### src/rtl/msgr_flow_classifier_unit_macros.svh
// Assertion macros for the messenger flow classifier.
// Uses the clk_i and rst_ni names of the module that includes it.
`ifndef MSGR_FLOW_CLASSIFIER_UNIT_MACROS_SVH
`define MSGR_FLOW_CLASSIFIER_UNIT_MACROS_SVH

// Checks a property on every rising clock edge outside reset.
`define MFC_ASSERT(lbl, prop) \
  lbl: assert property (@(posedge clk_i) disable iff (!rst_ni) (prop)) \
    else $error("mfc check failed");

// Checks that the consequent holds in the cycle after the antecedent.
`define MFC_ASSERT_NEXT(lbl, ante, cons) \
  lbl: assert property (@(posedge clk_i) disable iff (!rst_ni) (ante) |=> (cons)) \
    else $error("mfc check failed");

`endif

### src/rtl/mfc_pkg.sv
// Shared types and constants of the messenger flow classifier.
// No dependencies; used by every module of the block.
package mfc_pkg;

  localparam int unsigned MAX_PAYLOAD = 16384;
  localparam int unsigned POS_W = $clog2(MAX_PAYLOAD + 1);

  typedef logic [POS_W-1:0] pos_t;

  localparam logic [7:0] TAG_MSG = 8'h07;
  localparam logic [7:0] TAG_ACK = 8'h08;

  localparam int unsigned REC_LEN = 9;
  localparam int unsigned SEQ_FIRST = 1;
  localparam int unsigned SEQ_LAST = 8;
  localparam int unsigned LEN_FIRST = 23;
  localparam int unsigned LEN_LAST = 34;
  localparam int unsigned MSG_OVERHEAD = 75;
  localparam int unsigned MSG_MIN_REM = 54;

  localparam logic [7:0] BANNER [0:REC_LEN-1] = '{
    8'h63, 8'h65, 8'h70, 8'h68, 8'h20, 8'h76, 8'h30, 8'h32, 8'h37
  };

  localparam logic [1:0] VERDICT_NONE = 2'd0;
  localparam logic [1:0] VERDICT_DETECTED = 2'd1;
  localparam logic [1:0] VERDICT_EXCLUDED = 2'd2;

  typedef struct packed {
    logic [7:0] payload_byte;
    logic       end_of_packet;
    logic       is_tcp;
  } item_t;

  typedef struct packed {
    logic       valid;
    logic [1:0] verdict;
  } result_t;

endpackage

### src/rtl/mfc_in_reg.sv
// Input register stage of the messenger flow classifier.
// Depends on mfc_pkg for the request type.
module mfc_in_reg (
  input  logic          clk_i,
  input  logic          rst_ni,
  input  logic          in_valid_i,
  output logic          in_ready_o,
  input  mfc_pkg::item_t item_i,
  input  logic          adv_i,
  output logic          valid_o,
  output mfc_pkg::item_t item_o
);

  logic           valid_q, valid_d;
  mfc_pkg::item_t item_q;
  logic           load;

  assign in_ready_o = !valid_q || adv_i;
  assign load = in_valid_i && in_ready_o;

  always_comb begin
    valid_d = valid_q;
    if (in_ready_o) begin
      valid_d = in_valid_i;
    end
  end

  always_ff @(posedge clk_i or negedge rst_ni) begin
    if (!rst_ni) begin
      valid_q <= 1'b0;
    end else begin
      valid_q <= valid_d;
    end
  end

  always_ff @(posedge clk_i) begin
    if (load) begin
      item_q <= item_i;
    end
  end

  assign valid_o = valid_q;
  assign item_o = item_q;

endmodule

### src/rtl/mfc_core.sv
// Per-flow parser state and packet verdict logic of the messenger flow classifier.
// Depends on mfc_pkg and on the assertion macros header.
`include "msgr_flow_classifier_unit_macros.svh"

module mfc_core (
  input  logic             clk_i,
  input  logic             rst_ni,
  input  logic             step_i,
  input  mfc_pkg::item_t   item_i,
  output mfc_pkg::result_t result_o
);

  typedef enum logic [3:0] {
    PH_TAG  = 4'b0001,
    PH_ACK  = 4'b0010,
    PH_MSG  = 4'b0100,
    PH_DONE = 4'b1000
  } phase_e;

  logic [1:0]        packets_seen_q, packets_seen_d;
  logic [7:0]        last_tag_q, last_tag_d;
  logic [63:0]       last_seq_q, last_seq_d;
  mfc_pkg::pos_t     byte_pos_q, byte_pos_d;
  mfc_pkg::pos_t     record_start_q, record_start_d;
  phase_e            phase_q, phase_d;
  logic [7:0]        record_tag_q, record_tag_d;
  logic [63:0]       field_accum_q, field_accum_d;
  logic [31:0]       msg_total_q, msg_total_d;
  logic              banner_match_q, banner_match_d;
  logic              hit_q, hit_d;

  logic [7:0]        b;
  mfc_pkg::pos_t     p;
  mfc_pkg::pos_t     k;
  mfc_pkg::pos_t     rem;
  logic [2:0]        lane;
  logic [1:0]        len_lane;
  logic              take;
  logic              bm;
  logic              hit_fin;
  logic [1:0]        verdict;

  assign b = item_i.payload_byte;
  assign p = byte_pos_q;
  assign k = byte_pos_q - record_start_q;
  assign lane = 3'(k - mfc_pkg::pos_t'(mfc_pkg::SEQ_FIRST));
  assign len_lane = 2'(k - mfc_pkg::pos_t'(mfc_pkg::LEN_FIRST));
  assign take = step_i && (byte_pos_q < mfc_pkg::pos_t'(mfc_pkg::MAX_PAYLOAD));

  always_comb begin
    packets_seen_d = packets_seen_q;
    last_tag_d = last_tag_q;
    last_seq_d = last_seq_q;
    byte_pos_d = byte_pos_q;
    record_start_d = record_start_q;
    phase_d = phase_q;
    record_tag_d = record_tag_q;
    field_accum_d = field_accum_q;
    msg_total_d = msg_total_q;
    banner_match_d = banner_match_q;
    hit_d = hit_q;
    bm = banner_match_q;
    hit_fin = 1'b0;
    rem = '0;
    verdict = mfc_pkg::VERDICT_NONE;

    if (take) begin
      if (p < mfc_pkg::pos_t'(mfc_pkg::REC_LEN)) begin
        bm = banner_match_q && (b == mfc_pkg::BANNER[p[3:0]]);
        banner_match_d = bm;
        if ((p == mfc_pkg::pos_t'(mfc_pkg::REC_LEN - 1)) && bm && (packets_seen_q <= 2'd1)) begin
          hit_d = 1'b1;
        end
      end

      unique case (phase_q)
        PH_TAG: begin
          record_tag_d = b;
          field_accum_d = '0;
          msg_total_d = 32'(mfc_pkg::MSG_OVERHEAD) + 32'(p);
          if (b == mfc_pkg::TAG_ACK) begin
            phase_d = PH_ACK;
          end else if (b == mfc_pkg::TAG_MSG) begin
            phase_d = PH_MSG;
          end else begin
            phase_d = PH_DONE;
          end
        end
        PH_ACK: begin
          if ((k >= mfc_pkg::pos_t'(mfc_pkg::SEQ_FIRST)) &&
              (k <= mfc_pkg::pos_t'(mfc_pkg::SEQ_LAST))) begin
            field_accum_d[{lane, 3'b000} +: 8] = b;
          end
          if (k == mfc_pkg::pos_t'(mfc_pkg::SEQ_LAST)) begin
            if ((last_tag_q == mfc_pkg::TAG_MSG) && ({b, field_accum_q[55:0]} == last_seq_q)) begin
              hit_d = 1'b1;
            end
            record_start_d = p + mfc_pkg::pos_t'(1);
            phase_d = PH_TAG;
            record_tag_d = '0;
          end
        end
        PH_MSG: begin
          if ((k >= mfc_pkg::pos_t'(mfc_pkg::SEQ_FIRST)) &&
              (k <= mfc_pkg::pos_t'(mfc_pkg::SEQ_LAST))) begin
            field_accum_d[{lane, 3'b000} +: 8] = b;
          end else if ((k >= mfc_pkg::pos_t'(mfc_pkg::LEN_FIRST)) &&
                       (k <= mfc_pkg::pos_t'(mfc_pkg::LEN_LAST))) begin
            msg_total_d = msg_total_q + (32'(b) << {len_lane, 3'b000});
          end
        end
        PH_DONE: begin
        end
        default: begin
        end
      endcase

      byte_pos_d = p + mfc_pkg::pos_t'(1);
    end

    if (step_i && item_i.end_of_packet) begin
      rem = byte_pos_d - record_start_d;
      if (!item_i.is_tcp) begin
        verdict = mfc_pkg::VERDICT_EXCLUDED;
      end else if (byte_pos_d >= mfc_pkg::pos_t'(mfc_pkg::REC_LEN)) begin
        if (packets_seen_q != 2'd3) begin
          packets_seen_d = packets_seen_q + 2'd1;
        end
        hit_fin = hit_d;
        if ((phase_d == PH_MSG) && (rem > mfc_pkg::pos_t'(mfc_pkg::MSG_MIN_REM))) begin
          if (msg_total_d == 32'(byte_pos_d)) begin
            hit_fin = 1'b1;
          end
          last_seq_d = field_accum_d;
        end
        last_tag_d = record_tag_d;
        verdict = hit_fin ? mfc_pkg::VERDICT_DETECTED : mfc_pkg::VERDICT_NONE;
      end

      byte_pos_d = '0;
      record_start_d = '0;
      phase_d = PH_TAG;
      record_tag_d = '0;
      field_accum_d = '0;
      msg_total_d = '0;
      banner_match_d = 1'b1;
      hit_d = 1'b0;
    end
  end

  always_ff @(posedge clk_i or negedge rst_ni) begin
    if (!rst_ni) begin
      packets_seen_q <= '0;
      last_tag_q <= '0;
      last_seq_q <= '0;
      byte_pos_q <= '0;
      record_start_q <= '0;
      phase_q <= PH_TAG;
      record_tag_q <= '0;
      field_accum_q <= '0;
      msg_total_q <= '0;
      banner_match_q <= 1'b1;
      hit_q <= 1'b0;
    end else begin
      packets_seen_q <= packets_seen_d;
      last_tag_q <= last_tag_d;
      last_seq_q <= last_seq_d;
      byte_pos_q <= byte_pos_d;
      record_start_q <= record_start_d;
      phase_q <= phase_d;
      record_tag_q <= record_tag_d;
      field_accum_q <= field_accum_d;
      msg_total_q <= msg_total_d;
      banner_match_q <= banner_match_d;
      hit_q <= hit_d;
    end
  end

  assign result_o.valid = step_i && item_i.end_of_packet;
  assign result_o.verdict = verdict;

  `MFC_ASSERT(a_pos_bound, byte_pos_q <= mfc_pkg::pos_t'(mfc_pkg::MAX_PAYLOAD))
  `MFC_ASSERT(a_start_le_pos, record_start_q <= byte_pos_q)
  `MFC_ASSERT(a_ack_tag, (phase_q != PH_ACK) || (record_tag_q == mfc_pkg::TAG_ACK))
  `MFC_ASSERT_NEXT(a_seen_sat, packets_seen_q == 2'd3, packets_seen_q == 2'd3)
  `MFC_ASSERT_NEXT(a_eop_clear, step_i && item_i.end_of_packet, byte_pos_q == '0)

endmodule

### src/rtl/msgr_flow_classifier_unit.sv
// Messenger flow classifier: one payload byte per request, one verdict per packet end.
// A request is held in the input register, and its verdict is registered in the verdict register.
// Throughput: one byte per cycle; the input register and the verdict register stall
// together only when a verdict waits and out_ready_i is low.
// Reset: rst_ni is asynchronous and clears all flow and packet state at once.
// Depends on mfc_pkg, mfc_in_reg and mfc_core.
module msgr_flow_classifier_unit (
  input  logic       clk_i,
  input  logic       rst_ni,
  input  logic       in_valid_i,
  output logic       in_ready_o,
  input  logic [7:0] payload_byte_i,
  input  logic       end_of_packet_i,
  input  logic       is_tcp_i,
  output logic       out_valid_o,
  input  logic       out_ready_i,
  output logic [1:0] verdict_o
);

  mfc_pkg::item_t   in_item;
  mfc_pkg::item_t   s1_item;
  mfc_pkg::result_t result;
  logic             s1_valid;
  logic             adv;
  logic             out_valid_q, out_valid_d;
  logic [1:0]       verdict_q;

  assign in_item.payload_byte = payload_byte_i;
  assign in_item.end_of_packet = end_of_packet_i;
  assign in_item.is_tcp = is_tcp_i;

  assign adv = !out_valid_q || out_ready_i;

  mfc_in_reg u_in_reg (
    .clk_i      (clk_i),
    .rst_ni     (rst_ni),
    .in_valid_i (in_valid_i),
    .in_ready_o (in_ready_o),
    .item_i     (in_item),
    .adv_i      (adv),
    .valid_o    (s1_valid),
    .item_o     (s1_item)
  );

  mfc_core u_core (
    .clk_i    (clk_i),
    .rst_ni   (rst_ni),
    .step_i   (s1_valid && adv),
    .item_i   (s1_item),
    .result_o (result)
  );

  always_comb begin
    out_valid_d = out_valid_q;
    if (adv) begin
      out_valid_d = result.valid;
    end
  end

  always_ff @(posedge clk_i or negedge rst_ni) begin
    if (!rst_ni) begin
      out_valid_q <= 1'b0;
    end else begin
      out_valid_q <= out_valid_d;
    end
  end

  always_ff @(posedge clk_i) begin
    if (adv && result.valid) begin
      verdict_q <= result.verdict;
    end
  end

  assign out_valid_o = out_valid_q;
  assign verdict_o = verdict_q;

endmodule

### config.mk
export PLATFORM = sky130hd
export DESIGN_NAME = msgr_flow_classifier_unit
export DESIGN_NICKNAME = d
export VERILOG_FILES = /design/src/rtl/mfc_pkg.sv /design/src/rtl/mfc_in_reg.sv /design/src/rtl/mfc_core.sv /design/src/rtl/msgr_flow_classifier_unit.sv
export VERILOG_INCLUDE_DIRS = /design/src /design/src/rtl
export SDC_FILE = /design/constraint.sdc
export NUM_CORES = 1
export LEC_CHECK = 0
export BUFFER_PORTS_ARGS = -buffer_cell sky130_fd_sc_hd__buf_2
export CAP_MARGIN = 15
export CORE_UTILIZATION = 65
export DETAILED_ROUTE_END_ITERATION = 7
export PLACE_DENSITY = 0.82
export SYNTH_ARGS = -nofsm -noshare
export SYNTH_HDL_FRONTEND = slang
export SYNTH_SLANG_ARGS = --single-unit
### constraint.sdc
create_clock -name clk_i -period 16.55 [get_ports clk_i]
set_input_delay 3.31 -clock clk_i [delete_from_list [all_inputs] [get_ports clk_i]]
set_output_delay 3.31 -clock clk_i [all_outputs]
set_load 0.005 [all_outputs]
# Word level (Yosys, flattened, before mapping)
# Memory sizes are Yosys's and may differ from the RTL's.
# Index checks and enable logic that the tools add are counted.
classes:
  reduce_logical: 23
  shifts: 3
  bitwise_logic: 1
  n_eq_ne: 13
  n_mux: 46
  addsub: 9
  n_lt_le_gt_ge: 10
op_table:
  columns: ["operator", "count"]
  rows:
  - ["$mux 64", 3]
  - ["$mux 32", 4]
  - ["$pmux 64 s2", 1]
  - ["$mux 15", 6]
  - ["$bwmux 64", 1]
  - ["$eq 64x64->1", 1]
  - ["$pmux 32 s2", 1]
  - ["$shift 8x8->64 const A", 1]
  - ["$shiftx 8x8->64", 1]
  - ["$mux 8", 5]
  - ["$add 32x32->32", 1]
  - ["$eq 32x15->1", 1]
  - ["$shl 8x5->32", 1]
  - ["$eq 15x4->1 const B", 2]
  - ["$sub 15x15->15", 2]
  - ["$mux 4", 5]
  - ["$add 7x15->16 const A", 1]
  - ["$eq 8x3->1 const B", 2]
  - ["$mux 1", 16]
  - ["$pmux 8 s2", 1]
  - ["$add 15x1->15 const B", 1]
  - ["$ge 15x1->1 const B", 1]
  - ["$ge 15x4->1 const B", 1]
  - ["$ge 15x5->1 const B", 1]
  - ["28 further kinds", 45]
word_totals:
  wordCells: 124
  output_inout_bits: 4
  rom_bits: 128
  register_bits: 228
  n_memories: 1
  input_bits: 14
mem_list:
  columns: ["memory", "depth", "width", "read_ports", "rd_clocked_by_memory_dff", "wr", "line_no", "text"]
  rows:
  - ["(name not given)", 16, 8, 1, 0, 0, "mfc_core.sv:69", "bm = banner_match_q && (b == mfc_pkg::BANNER[p[3:0]]);"]

# Logic depth before layout (Yosys ltp)
# Gate-level depths: netlist of run 1.
logic_depth:
  depth_word: 22
  depth_mapped: 30
  ltp_nobuf: 26

# By module
# From an unflattened synthesis of run 1, not the netlist that was laid out.
unflattened:
  cells_unflattened: 1703
  area_unflattened_um2: 14695.3
modules_own_cells:
  columns: ["mod", "seq_area_each_um2", "instances", "cells_per_inst", "area_each_um2"]
  rows:
  - ["mfc_core", 5357.6, 1, 1682, 14223.6]
  - ["mfc_in_reg", 325.3, 1, 14, 354.1]
  - ["msgr_flow_classifier_unit", 85.1, 1, 7, 117.6]

# Worst setup path before layout of run 1
# Ideal clock, no wire load.
synth_path:
  path_type: "input port to flip-flop"
  start: "in out_ready_i"
  end: "reg verdict_q[0], in the netlist verdict_o[0] (data pin)"
  required_ns: 16.294
  path_slack_ns: 9.310
  setup_time_ns: 0.256
  path_stages: 20
  path_buffers: 3
  t_arrival_ns: 6.985
  path_cell_list: "nand2b_1 -> nand3b_1 -> nor2_1 -> nand4b_4 -> clkbuf_1 -> nor2_1 -> a21oi_1 -> ha_1 -> a21o_1 -> a211oi_1 -> o21ai_0 -> o21ai_0 -> a211oi_1 -> a2111oi_0 -> o2111ai_1 -> nor4_1 -> a31oi_1 -> buf_4 -> buf_6 -> a31o_2"
synth_via:
  elab_chain_cells: 12
  word_cells_on_any_way: 22
  classes_between: "add/sub (1); order compare (2); eq/ne (2); mux (11); reduce/logical (6)"
synth_rtl:
  columns: ["element", "line_no", "text"]
  rows:
  - ["start: declaration", "msgr_flow_classifier_unit.sv:16", "input logic out_ready_i,"]
  - ["$logic_or 1x1->1 (*)", "msgr_flow_classifier_unit.sv:32", "assign adv = !out_valid_q || out_ready_i;"]
  - ["$logic_and 1x1->1 (*)", "msgr_flow_classifier_unit.sv:48", ".step_i (s1_valid && adv),"]
  - ["$logic_and 1x1->1", "mfc_core.sv:48", "assign take = step_i && (byte_pos_q < mfc_pkg::pos_t'(mfc_pkg::MAX_PAYLOAD));"]
  - ["$mux 15", "mfc_core.sv:67", "if (take) begin"]
  - ["$sub 15x15->15", "mfc_core.sv:122", "rem = byte_pos_d - record_start_d;"]
  - ["$gt 15x6->1", "mfc_core.sv:130", "if ((phase_d == PH_MSG) && (rem > mfc_pkg::pos_t'(mfc_pkg::MSG_MIN_REM))) begin"]
  - ["$logic_and 1x1->1", "mfc_core.sv:130", null]
  - ["$mux 1", "mfc_core.sv:130", null]
  - ["$mux 1", "mfc_core.sv:125", "end else if (byte_pos_d >= mfc_pkg::pos_t'(mfc_pkg::REC_LEN)) begin"]
  - ["$mux 1", "mfc_core.sv:123", "if (!item_i.is_tcp) begin"]
  - ["$mux 1", "mfc_core.sv:121", "if (step_i && item_i.end_of_packet) begin"]
  - ["$mux 1", "mfc_core.sv:137", "verdict = hit_fin ? mfc_pkg::VERDICT_DETECTED : mfc_pkg::VERDICT_NONE;"]
  - ["end signal: assignment", "msgr_flow_classifier_unit.sv:70", "verdict_q <= result.verdict;"]
  - ["end: declaration", "msgr_flow_classifier_unit.sv:26", "logic [1:0] verdict_q;"]
# Mark *: on every way between the ends. The rest lies on a longest branch, timed or not. The select of a mux whose other input is x is not followed.
# A chain may end at the register's enable or synchronous reset.

# Worst setup path in the final report of run 1
# Ends and elaborated chain as after synthesis.

==> out/results.ini, run 1 <==
[outcome]
status=finished, final reports clean

[synthesis]
netlist_instances=1681
yosys-top-cells-count=214 x dfrtp_1, 202 x nor2_1, 125 x a21oi_1
syn_avg_cell_area_sq_um=8.89
ys.flop_type=dfrtp_1
synthArstFlopShare_pct=94.7
yosys.area.top_type=dfrtp_1
synth_edf_count=12
synth_top_family_by_area=simple AND/OR/NAND/NOR gates
synthSimpleGateAreaFrac_pct=19.8
synthMuxAreaShare_pct=6.25
synth_compound_area_share_pct=15.2
synth_xor_area_share_pct=9.08
synth_top_area_share_pct=35.8
syn_area_sq_mm=0.0149
syn_nets=1769
yosys_warnings=0
synth_fa_ha_area_share_pct=6.35
synth_area_leaders=dfrtp_1 36%, ha_1 5.9%, xnor2_1 5.9%, nor2_1 5.1%, a21oi_1 4.2%
seq_area_frac_synth_pct=38.6
ys_types=82
ys_ff_latch=228
synth.most_common_cell=dfrtp_1

[cells_and_area]
final_net_count=1757
drive_gt1_share_pct=8.53
antenna_cells=0
syn2layout_area_growth_pct=7.91
fillers=1689
post-route-util_pct=71.4

[clock_tree]
cts_hold_buf=0
cts_buffers=25
cts-resized-gates=0
htreeDepth=1
clockBufferDepth=3
clock-sinks=228
post-cts-setup-buffers=0
clk_pin_slew_worst_paths_ns=0.06
clk_latency_ns=0.54
cts_tree=built
cts_root_buf=clkbuf_16

[timing]
finalSetupTns_ns=0
setup_viol=0
tightest_slew_ns=1.13
relSlewSlack_pct=24.6
rsz0062_at_grt=false
finalMaxSlewViolations=0
post-route-period-util_pct=54.0
max_freq_mhz=112
finClkSkew_ns=0.0186
hold_viol_final=0
period_needed_ns=8.93
setup_slack_ns=7.62

[place]
portBuffers=17
dp_slack_ns=7.22
globalplace.congestion=0.964
dpl.hpwl_um=28900

[setup_path]
worstSetupEndpointType=flop
crit_arrival_ns=9.23
start_kind=input pin
critPathRequiredTime_ns=16.85
reg2reg_slack_ns=8.43
cp_max_fo=55
r2r_cells=24
timing_worst_setup_path_type=in2reg

[pwr]
power_w=0.00187
cellPowerDensity_mw_per_mm2=116
leakagePower_nw=7.56
ir_worst_vdd_mv=0.0878

[die]
dieArea_sq_mm=0.0236
dieHeight_um=154
std_cell_rows=55
start_util_pct=66.2
coreArea_sq_mm=0.0226
die_w_um=154
ioPinCount=18

[detailed_routing]
firstDrtPassIters=7
routed_wl_um=41700
detail-route-antenna-nets=0
drc=0
drt_iter0_drc=1432
wl_per_cell_um=21.1
num_vias=12900
viasPerCell=6.54

[grt]
grt_max_degree=87
grt_pass1_wl_um=66200
first_global_vias=12400
grt_overflow=0
track_usage_pct=35.5
antenna_found_initial=0

[worst_hold_path]
whs_path_depth=2
min_path_type=reg2reg

[job]
drv_cap=0

-- worst max-delay path, cell delays in order --
cell and delay, ns:
buf_2 0.09, nand2b_1 0.17, nand3b_1 0.56, nor2_1 0.42, nand4b_4 0.52, a21oi_1 0.39, ha_1 0.34, a21o_1 0.19
a211oi_1 0.38, o21ai_0 0.14, o21ai_0 0.16, a211oi_1 0.08, a2111oi_0 0.54, o2111ai_1 0.18, nor4_1 0.47, a31oi_4 0.35
buf_4 0.49, a31o_2 0.33
-- per-stage QoR --
step | cell area, sq um | hold WS [ns] | std cells
after CTS | 16100 | 0.469 | 1971
after detailed placement | 15300 | 0.462 | 1925
after floorplan | 14900 | 0.445 | 1681
after global routing | 16100 | 0.478 | 1973
final | 16100 | 0.480 | 1973
after global placement | 15300 | 0.455 | 1925
-- registers in the layout (all words and copies together), names as in the netlist --
| register | count |
|---|---|
| u_core.field_accum_q | 64 |
| u_core.record_tag_q | 8 |
| verdict_o | 2 |
| out_valid_o | 1 |
| u_in_reg.item_o | 10 |
| u_core.byte_pos_q | 15 |
| u_core.hit_q | 1 |
| u_core.msg_total_q | 32 |
| u_core.phase_q | 4 |
| u_core.last_tag_q | 8 |
| u_core.record_start_q | 15 |
| u_core.banner_match_q | 1 |
| u_core.packets_seen_q | 2 |
| u_in_reg.valid_o | 1 |
| u_core.last_seq_q | 64 |
-- final timing paths --
kind                                                         from                            endpoint
worst max-delay path                                  out_ready_i          verdict_o[0]$_SDFFCE_PN0P_
worst min-delay path            u_core.banner_match_q$_DFFE_PN1P_   u_core.banner_match_q$_DFFE_PN1P_
worst max register to register     u_core.byte_pos_q[0]$_DFF_PN0_          verdict_o[0]$_SDFFCE_PN0P_
worst min register to register  u_core.banner_match_q$_DFFE_PN1P_   u_core.banner_match_q$_DFFE_PN1P_
max in group asynchronous                                  rst_ni   u_core.last_seq_q[36]$_DFFE_PN0P_
min in group asynchronous                                  rst_ni  u_core.field_accum_q[33]$_DFF_PN0_
-- logic make-up after synthesis --
kind of cell,count (synthesis)
muxes,82
DFF,228
and+or+nand+nor,601
AOI/OAI and AO/OA,360
adders and majority gates,74
buffers and inverters,181
xor gates and xnor gates,155
-- layout by cell type (no fill, tap or decap), types with 6 or more instances in the layout --
| cell | synthesis | routed |
|---|---|---|
| dfrtp_1 | 214 | 214 |
| nor2_1 | 202 | 202 |
| a21oi_1 | 125 | 125 |
| nand2_1 | 106 | 105 |
| xnor2_1 | 101 | 101 |
| inv_1 | 101 | 100 |
| o21ai_0 | 77 | 77 |
| nand3_1 | 74 | 74 |
| ha_1 | 71 | 71 |
| and2_1 | 61 | 61 |
| xor2_1 | 54 | 54 |
| mux2i_1 | 42 | 42 |
| nand4_1 | 30 | 30 |
| nor3_1 | 27 | 27 |
| a22oi_1 | 25 | 25 |
| clkbuf_16 | 0 | 25 |
| buf_4 | 2 | 23 |
| a21o_1 | 22 | 22 |
| nor4_1 | 21 | 21 |
| mux2_2 | 21 | 21 |
| mux2_4 | 17 | 17 |
| a31oi_1 | 17 | 16 |
| buf_2 | 7 | 16 |
| and3_1 | 14 | 14 |
| edfxtp_1 | 12 | 12 |
| nand2b_1 | 11 | 11 |
| nor2b_1 | 11 | 11 |
| a211oi_1 | 10 | 10 |
| o21a_1 | 8 | 8 |
| nand3b_1 | 7 | 7 |
| o22ai_1 | 7 | 7 |
| nor4b_1 | 6 | 6 |
| o21bai_1 | 6 | 6 |
| or3_1 | 6 | 6 |
| o211ai_1 | 6 | 6 |
-- area by class of cell --
| type | count | area [sq um] | share of cell area, % |
|---|---|---|---|
| Inverter | 101 | 380 | 2.36 |
| Clock inverter | 12 | 128 | 0.791 |
| Multi-Input combinational cell | 1272 | 8490 | 52.6 |
| Clock buffer | 34 | 709 | 4.40 |
| Timing Repair Buffer | 41 | 295 | 1.83 |
| Sequential cell | 228 | 5770 | 35.8 |
| Tap cell | 285 | 357 | 2.21 |
-- metal layers --
layer,GRT usage [%],routed length [um],vias up
li1,-,-,5861
met1,48.9,17200,6295
met2,57.8,19500,623
met3,4.88,3610,117
met4,12.3,1330,0
met5,0,0,-
-- report_power, final --
group,internal (W),leakage [nW],switching (W)
clock,0.000333,0.402,0.000236
sequential,0.000591,2.93,0.0000315
combinational,0.000233,4.22,0.000446
total,0.00116,7.56,0.000713
(Power assumes the default switching activity.)
==> run 2, diff against run 1 <==
--- a/config.mk
+++ b/config.mk
@@ -6,6 +6,7 @@
 export SDC_FILE = /design/constraint.sdc
 export NUM_CORES = 1
 export LEC_CHECK = 0
+export ABC_AREA = 1
 export BUFFER_PORTS_ARGS = -buffer_cell sky130_fd_sc_hd__buf_2
 export CAP_MARGIN = 15
 export CORE_UTILIZATION = 65
==> constraint.sdc (replaced) <==
create_clock -name clk_i -period 8.8 [get_ports clk_i]
set_input_delay 1.76 -clock clk_i [delete_from_list [all_inputs] [get_ports clk_i]]
set_output_delay 1.76 -clock clk_i [all_outputs]
set_load 0.005 [all_outputs]
==> run 2 against run 1 <==
  * Sequential power grew 100%
  * Clock power grew 100%
  * Combinational power grew to 3.2 times the previous value
  * Largest cell class unchanged
  * Power grew 140%
  * Critical path type unchanged
==> out/results.ini, run 2 <==
[outcome]
status=finished, final reports clean

[synthesis]
seq_area_frac_synth_pct=34.0  ; -4.6 points
yosys-top-cells-count=623 x nand2_1, 351 x inv_1, 284 x nor2_1
synth_area_leaders=dfrtp_1 32%, nand2_1 14%, inv_1 7.8%, nor2_1 6.3%, nand3_1 5.9%
synth.most_common_cell=nand2_1
syn_avg_cell_area_sq_um=6.85  ; -23%
syn_area_sq_mm=0.0170  ; +14%
syn_nets=2565  ; +45%
yosys_warnings=0  ; unchanged
synthArstFlopShare_pct=94.7  ; unchanged
yosys.area.top_type=dfrtp_1
ys_ff_latch=228  ; unchanged
ys_types=55  ; -33%
netlist_instances=2477  ; +47%
ys.flop_type=dfrtp_1
synth_edf_count=12  ; unchanged
synth_top_area_share_pct=31.6  ; -4.3 points

[timing]
rsz0062_at_grt=false
finClkSkew_ns=0.0231  ; +0.00456 ns
finalMaxSlewViolations=0  ; unchanged
period_needed_ns=6.91
holdWs_ns=0.488  ; +0.00807 ns
setup_slack_ns=1.89  ; -5.73 ns
post-route-period-util_pct=78.6
relSlewSlack_pct=24.1  ; -0.48 points
tightest_slew_ns=1.14  ; +0.0125 ns
finalSetupTns_ns=0  ; unchanged
setup_viol=0  ; unchanged
hold_viol_final=0  ; unchanged
max_freq_mhz=145

[setup_path]
reg2reg_slack_ns=1.89  ; -6.54 ns
worstSetupEndpointType=flop
critPathRequiredTime_ns=9.22  ; -7.63 ns
timing_worst_setup_path_type=in2reg
cp_max_fo=41  ; -25%
start_kind=input pin
crit_arrival_ns=7.34  ; -1.89 ns

[grt]
antenna_found_initial=1  ; +1
grt_use_met1_pct=59.5  ; +11 points
grt_max_degree=98  ; +13%
grt_overflow=0  ; unchanged
use_met2_pct=61.9  ; +4.1 points
first_global_vias=15900  ; +28%
grt_pass1_wl_um=85600  ; +29%
grt_use_met3_pct=8.02  ; +3.1 points
busiest_layer=met2
track_usage_pct=41.2  ; +5.7 points

[pwr]
power.share.switching_pct=46.1  ; +8.0 points
power.switching_w=0.00211  ; +200%
p_int_w=0.00246  ; +110%
cellPowerDensity_mw_per_mm2=253  ; +120%
p_seq_share_pct=27.3  ; -6.0 points
pwr-share-clk_pct=25.2  ; -5.2 points
combPwrFrac_pct=47.5  ; +11 points
leakagePower_nw=9.76  ; +29%
ir_worst_vdd_mv=0.235  ; +170%

[cells_and_area]
top_regs=u_core.field_accum_q: 64 flops, u_core.last_seq_q: 64 flops, u_core.msg_total_q: 32 flops
syn2layout_area_growth_pct=6.58
final_common_cell=nand2_1
finalInstanceArea_sq_mm=0.0181  ; +12%
antenna_cells=0  ; unchanged
drive_gt1_share_pct=5.46  ; -3.1 points
final_net_count=2542  ; +45%
fillers=2086  ; +24%
post-route-util_pct=71.2  ; -0.25 points
multiInputGateArea_sq_mm=0.00945  ; +11%
regArea_sq_mm=0.00577  ; unchanged
layout_common_cells=623 x nand2_1, 349 x inv_1, 283 x nor2_1

[place]
dp_slack_ns=1.49  ; -5.74 ns
globalplace.congestion=0.978  ; +1.4%
portBuffers=17  ; unchanged
placed_area_sq_mm=0.0172  ; +13%
dpl.hpwl_um=39200  ; +36%

[clock_tree]
clk_pin_slew_worst_paths_ns=0.06  ; about the same
cts_buffers=25  ; unchanged
clockBufferDepth=3  ; unchanged
htreeDepth=1  ; unchanged
cts-resized-gates=0  ; unchanged
cts_root_buf=clkbuf_16
post-cts-setup-buffers=0  ; unchanged
clk_latency_ns=0.55  ; about the same
cts_tree=built
cts_hold_buf=0  ; unchanged
clock-sinks=228  ; unchanged

[detailed_routing]
num_vias=17400  ; +35%
wl_per_cell_um=19.5  ; -7.8%
drc=0  ; unchanged
routed_wl_um=54600  ; +31%
firstDrtPassIters=6  ; -1
viasPerCell=6.19  ; -5.2%
detail-route-antenna-nets=0  ; unchanged
drt_iter0_drc=2384  ; +66%

[die]
std_cell_rows=58  ; +5.5%
ioPinCount=18  ; unchanged
coreArea_sq_mm=0.0254  ; +13%
dieArea_sq_mm=0.0268  ; +13%
die_w_um=164  ; +6.5%
dieHeight_um=164  ; +6.5%
start_util_pct=66.8  ; +0.59 points

[job]
drv_cap=0  ; unchanged

[worst_hold_path]
min_path_type=reg2reg

==> run 2: worst max-delay path, cell delays in order <==
cell       delay [ns]
buf_2            0.08
inv_1            0.04
nand2_1          0.09
nand2_1          0.09
nor2_1           0.09
buf_4            0.25
inv_1            0.26
nor2_2           0.33
nand4_4          0.32
inv_2            0.35
nand2_1          0.08
o21ai_0          0.08
inv_1            0.08
ha_1             0.35
a21oi_1          0.23
o21a_1           0.20
nor2_1           0.05
a2111oi_0        0.42
nand3_1          0.14
nand2_1          0.11
inv_1            0.04
nor2_1           0.21
nand3_2          0.83
buf_4            0.58
nand3_1          0.13
nand2_1          0.07
==> run 2: path summary, 6_finish.rpt <==
check                                                  startpoint                                   to  cells past startpoint
worst max-delay path                                  out_ready_i     u_core.last_seq_q[1]$_DFFE_PN0P_                     26
worst min-delay path            u_core.last_seq_q[20]$_DFFE_PN0P_    u_core.last_seq_q[20]$_DFFE_PN0P_                      2
worst max register to register     u_core.byte_pos_q[0]$_DFF_PN0_     u_core.last_seq_q[1]$_DFFE_PN0P_                     26
worst min register to register  u_core.last_seq_q[20]$_DFFE_PN0P_    u_core.last_seq_q[20]$_DFFE_PN0P_                      2
max in group asynchronous                                  rst_ni     u_core.msg_total_q[13]$_DFF_PN0_                      2
min in group asynchronous                                  rst_ni  u_core.record_start_q[13]$_DFF_PN0_                      1
==> run 2: logic make-up (layout without fill, tap and decap cells) <==
logic type / Yosys count / after routing / synth area share (%)
simple gates: 1256 / 1256 / 31.9
buf+inv: 444 / 439 / 10.4
compound gates: 383 / 383 / 13.3
flops: 228 / 228 / 34.0
xor+xnor: 92 / 92 / 4.75
fa+ha+maj: 74 / 74 / 5.59
==> run 2: per-stage QoR <==
stage          total power (W)  instances
2_1_floorplan          0.00275       2477
3_5_place_dp           0.00333       2757
5_1_grt                0.00481       2802
4_1_cts                0.00448       2802
3_3_place_gp           0.00328       2757
6_report               0.00457       2802
==> run 2: routing by layer <==
layer	wire, um	part of all wire, %
met3	6310	12
met1	23000	42
met2	23600	43
met4	1740	3.2
met5	0	0
==> run 2: area by class of cell <==
cell class | count | area share (%)
multi-input cells | 1805 | 52.3
flip-flops and latches | 228 | 31.9
inverters | 364 | 7.57
clock buffers | 33 | 3.91
well taps | 330 | 2.28
repair buffers | 30 | 1.07
clock inverters | 12 | 1.01
==> run 2: power by group through the flow <==
stage | sequential [W] | clock (W) | combinational, W
2_1_floorplan | 0.00122 | 0 | 0.00153
4_1_cts | 0.00124 | 0.00115 | 0.00209
5_1_grt | 0.00125 | 0.00119 | 0.00237
6_report | 0.00125 | 0.00115 | 0.00217
3_5_place_dp | 0.00126 | 0 | 0.00207
3_3_place_gp | 0.00126 | 0 | 0.00202
==> run 3, diff against run 2 <==
==> constraint.sdc (replaced) <==
create_clock -name clk_i -period 6.5 [get_ports clk_i]
set_input_delay 1.3 -clock clk_i [delete_from_list [all_inputs] [get_ports clk_i]]
set_output_delay 1.3 -clock clk_i [all_outputs]
set_load 0.005 [all_outputs]
==> run 3 against run 2 <==
  * Count of clock-buffer cells in the layout up 3
  * First-iteration DRC count is 2.9% higher
  * Global-route usage shrank 1.8 points
  * Sequential cell count is the same
  * Clock power up 24%
  * Via count is 2.1% lower
  * Final cell count rose by 0.11%
  * Clock skew fell by 0.010 ns
  * Routed wire length down 4.7%
  * Power up 32%
  * Core utilization fell by 0.11 points
  * Setup slack got worse by 1.3 ns
  * Largest power group unchanged
==> out/results.ini, run 3 (synthesized netlist as in run 2, its figures left out) <==
[outcome]
status=finished, final reports clean

[cells_and_area]
antenna_cells=0  ; unchanged
syn2layout_area_growth_pct=6.42
layout_common_cells=623 x nand2_1, 349 x inv_1, 283 x nor2_1
drive_gt1_share_pct=5.49  ; +0.034 points
final_net_count=2548  ; +0.24%
final_common_cell=nand2_1
top_regs=u_core.field_accum_q: 64 flops, u_core.last_seq_q: 64 flops, u_core.msg_total_q: 32 flops
stdcell_count=2805  ; +0.11%

[clock_tree]
clock-sinks=228  ; unchanged
cts_hold_buf=0  ; unchanged
clk_pin_slew_worst_paths_ns=0.06  ; about the same
post-cts-setup-buffers=0  ; unchanged
clk_latency_ns=0.54  ; about the same
cts_root_buf=clkbuf_16
htreeDepth=1  ; unchanged
clockBufferDepth=3  ; unchanged
cts-resized-gates=0  ; unchanged
cts_tree=built
cts_buffers=25  ; unchanged

[setup_path]
cp-startpoint=u_core.byte_pos_q[0]$_DFF_PN0_
reg2reg_slack_ns=0.62  ; -1.27 ns
timing_worst_setup_path_type=reg2reg
r2r_cells=25  ; -3.8%
cp_max_fo=16  ; -61%
critPathRequiredTime_ns=6.90  ; -2.32 ns
start_kind=flop
worstSetupEndpointType=flop
endpoint=verdict_o[0]$_SDFFCE_PN0P_
reg2reg_from=u_core.byte_pos_q[0]$_DFF_PN0_
crit_arrival_ns=6.29  ; -1.05 ns
worstReg2RegEnd=verdict_o[0]$_SDFFCE_PN0P_

[timing]
tightest_slew_ns=1.10  ; -0.0392 ns
max_freq_mhz=170
relSlewSlack_pct=26.7  ; +2.6 points
finalSetupTns_ns=0  ; unchanged
finClkSkew_ns=0.0128  ; -0.0103 ns
holdWs_ns=0.479  ; -0.00911 ns
setup_slack_ns=0.616  ; -1.27 ns
post-route-period-util_pct=90.5
setup_viol=0  ; unchanged
period_needed_ns=5.88
finalMaxSlewViolations=0  ; unchanged
hold_viol_final=0  ; unchanged
rsz0062_at_grt=false

[place]
dpl.hpwl_um=37700  ; -3.8%
portBuffers=17  ; unchanged
globalplace.congestion=1.04  ; +6.0%
dp_cells=2763  ; +0.22%
dp_slack_ns=0.837  ; -0.649 ns

[die]
coreArea_sq_mm=0.0254  ; unchanged
die_w_um=164  ; unchanged
dieArea_sq_mm=0.0268  ; unchanged
ioPinCount=18  ; unchanged
std_cell_rows=58  ; unchanged
dieHeight_um=164  ; unchanged
start_util_pct=66.8  ; unchanged

[detailed_routing]
viasPerCell=6.06  ; -2.2%
detail-route-antenna-nets=0  ; unchanged
routed_wl_um=52100  ; -4.7%
wl_per_cell_um=18.6  ; -4.8%
num_vias=17000  ; -2.1%
firstDrtPassIters=8  ; +2
drc=0  ; unchanged
drt_iter0_drc=2452  ; +2.9%

[grt]
grt_pass1_wl_um=82200  ; -3.9%
first_global_vias=15600  ; -2.2%
grt_overflow=0  ; unchanged
antenna_found_initial=1  ; unchanged
grt_max_degree=119  ; +21%
track_usage_pct=39.4  ; -1.8 points

[job]
drv_cap=0  ; unchanged

[pwr]
ir_worst_vdd_mv=0.367  ; +56%
leakagePower_nw=9.75  ; about the same
cellPowerDensity_mw_per_mm2=333  ; +32%

[worst_hold_path]
min_path_type=reg2reg

-- run 3: per-stage QoR --
step	area, sq um	total power (W)	utilization [%]
detailed placement	17300	0.00449	67.9
global placement	17300	0.00443	67.9
global route	18100	0.00637	71.1
CTS	18100	0.00593	71.1
floorplan	17000	0.00373	-
finish	18100	0.00602	71.1
-- run 3: final cells by class --
class                   instances  area (sq um)
repair buffers                 36           250
fillers                      2133          7340
well taps                     330           413
clock inverters                 6          87.6
multi-input cells            1805          9450
inverters                     364          1370
flip-flops and latches        228          5770
clock buffers                  36           717
-- run 3: power breakdown --
part           total [W]  switching (W)  internal (W)  leakage [nW]
clock            0.00143       0.000592      0.000840         0.396
combinational    0.00291        0.00205      0.000853          6.28
sequential       0.00168       0.000120       0.00156          3.08
-- run 3: worst max-delay path: stages (launching register included) --
cell and delay (ns):
dfrtp_1 0.44, inv_2 0.17, ha_1 0.18, inv_2 0.06, fa_1 0.59, ha_1 0.31, nand2_1 0.48, nor2_1 0.10
ha_1 0.24, fa_1 0.40, nand3_1 0.09, nand2_1 0.13, a21boi_0 0.42, o21ai_0 0.31, a21boi_0 0.41, o21ai_0 0.21
xor2_1 0.18, o21ai_0 0.18, o22ai_1 0.12, nor2_1 0.13, nand2_1 0.06, nor2_1 0.14, nand3_1 0.09, nor2_1 0.11
nand3_1 0.08, nand2_1 0.11
-- run 3: routing by layer --
layer	track usage, %	share of wire [%]
met1	55.4	41
met2	59.4	43
met3	9.85	13
met4	12.0	3.4
met5	0.947	0.025
-- run 3: how the worst min path moves through the flow --
stage                                      startpoint                                end  slack, ns  depth (start not counted)
global placement    u_core.banner_match_q$_DFFE_PN1P_  u_core.banner_match_q$_DFFE_PN1P_       0.47                          2
finish              u_core.banner_match_q$_DFFE_PN1P_  u_core.banner_match_q$_DFFE_PN1P_       0.48                          2
CTS                 u_core.banner_match_q$_DFFE_PN1P_  u_core.banner_match_q$_DFFE_PN1P_       0.48                          2
global route        u_core.last_seq_q[23]$_DFFE_PN0P_  u_core.last_seq_q[23]$_DFFE_PN0P_       0.51                          2
floorplan            u_core.last_tag_q[3]$_DFFE_PN0P_   u_core.last_tag_q[3]$_DFFE_PN0P_       0.45                          2
detailed placement  u_core.banner_match_q$_DFFE_PN1P_  u_core.banner_match_q$_DFFE_PN1P_       0.47                          2
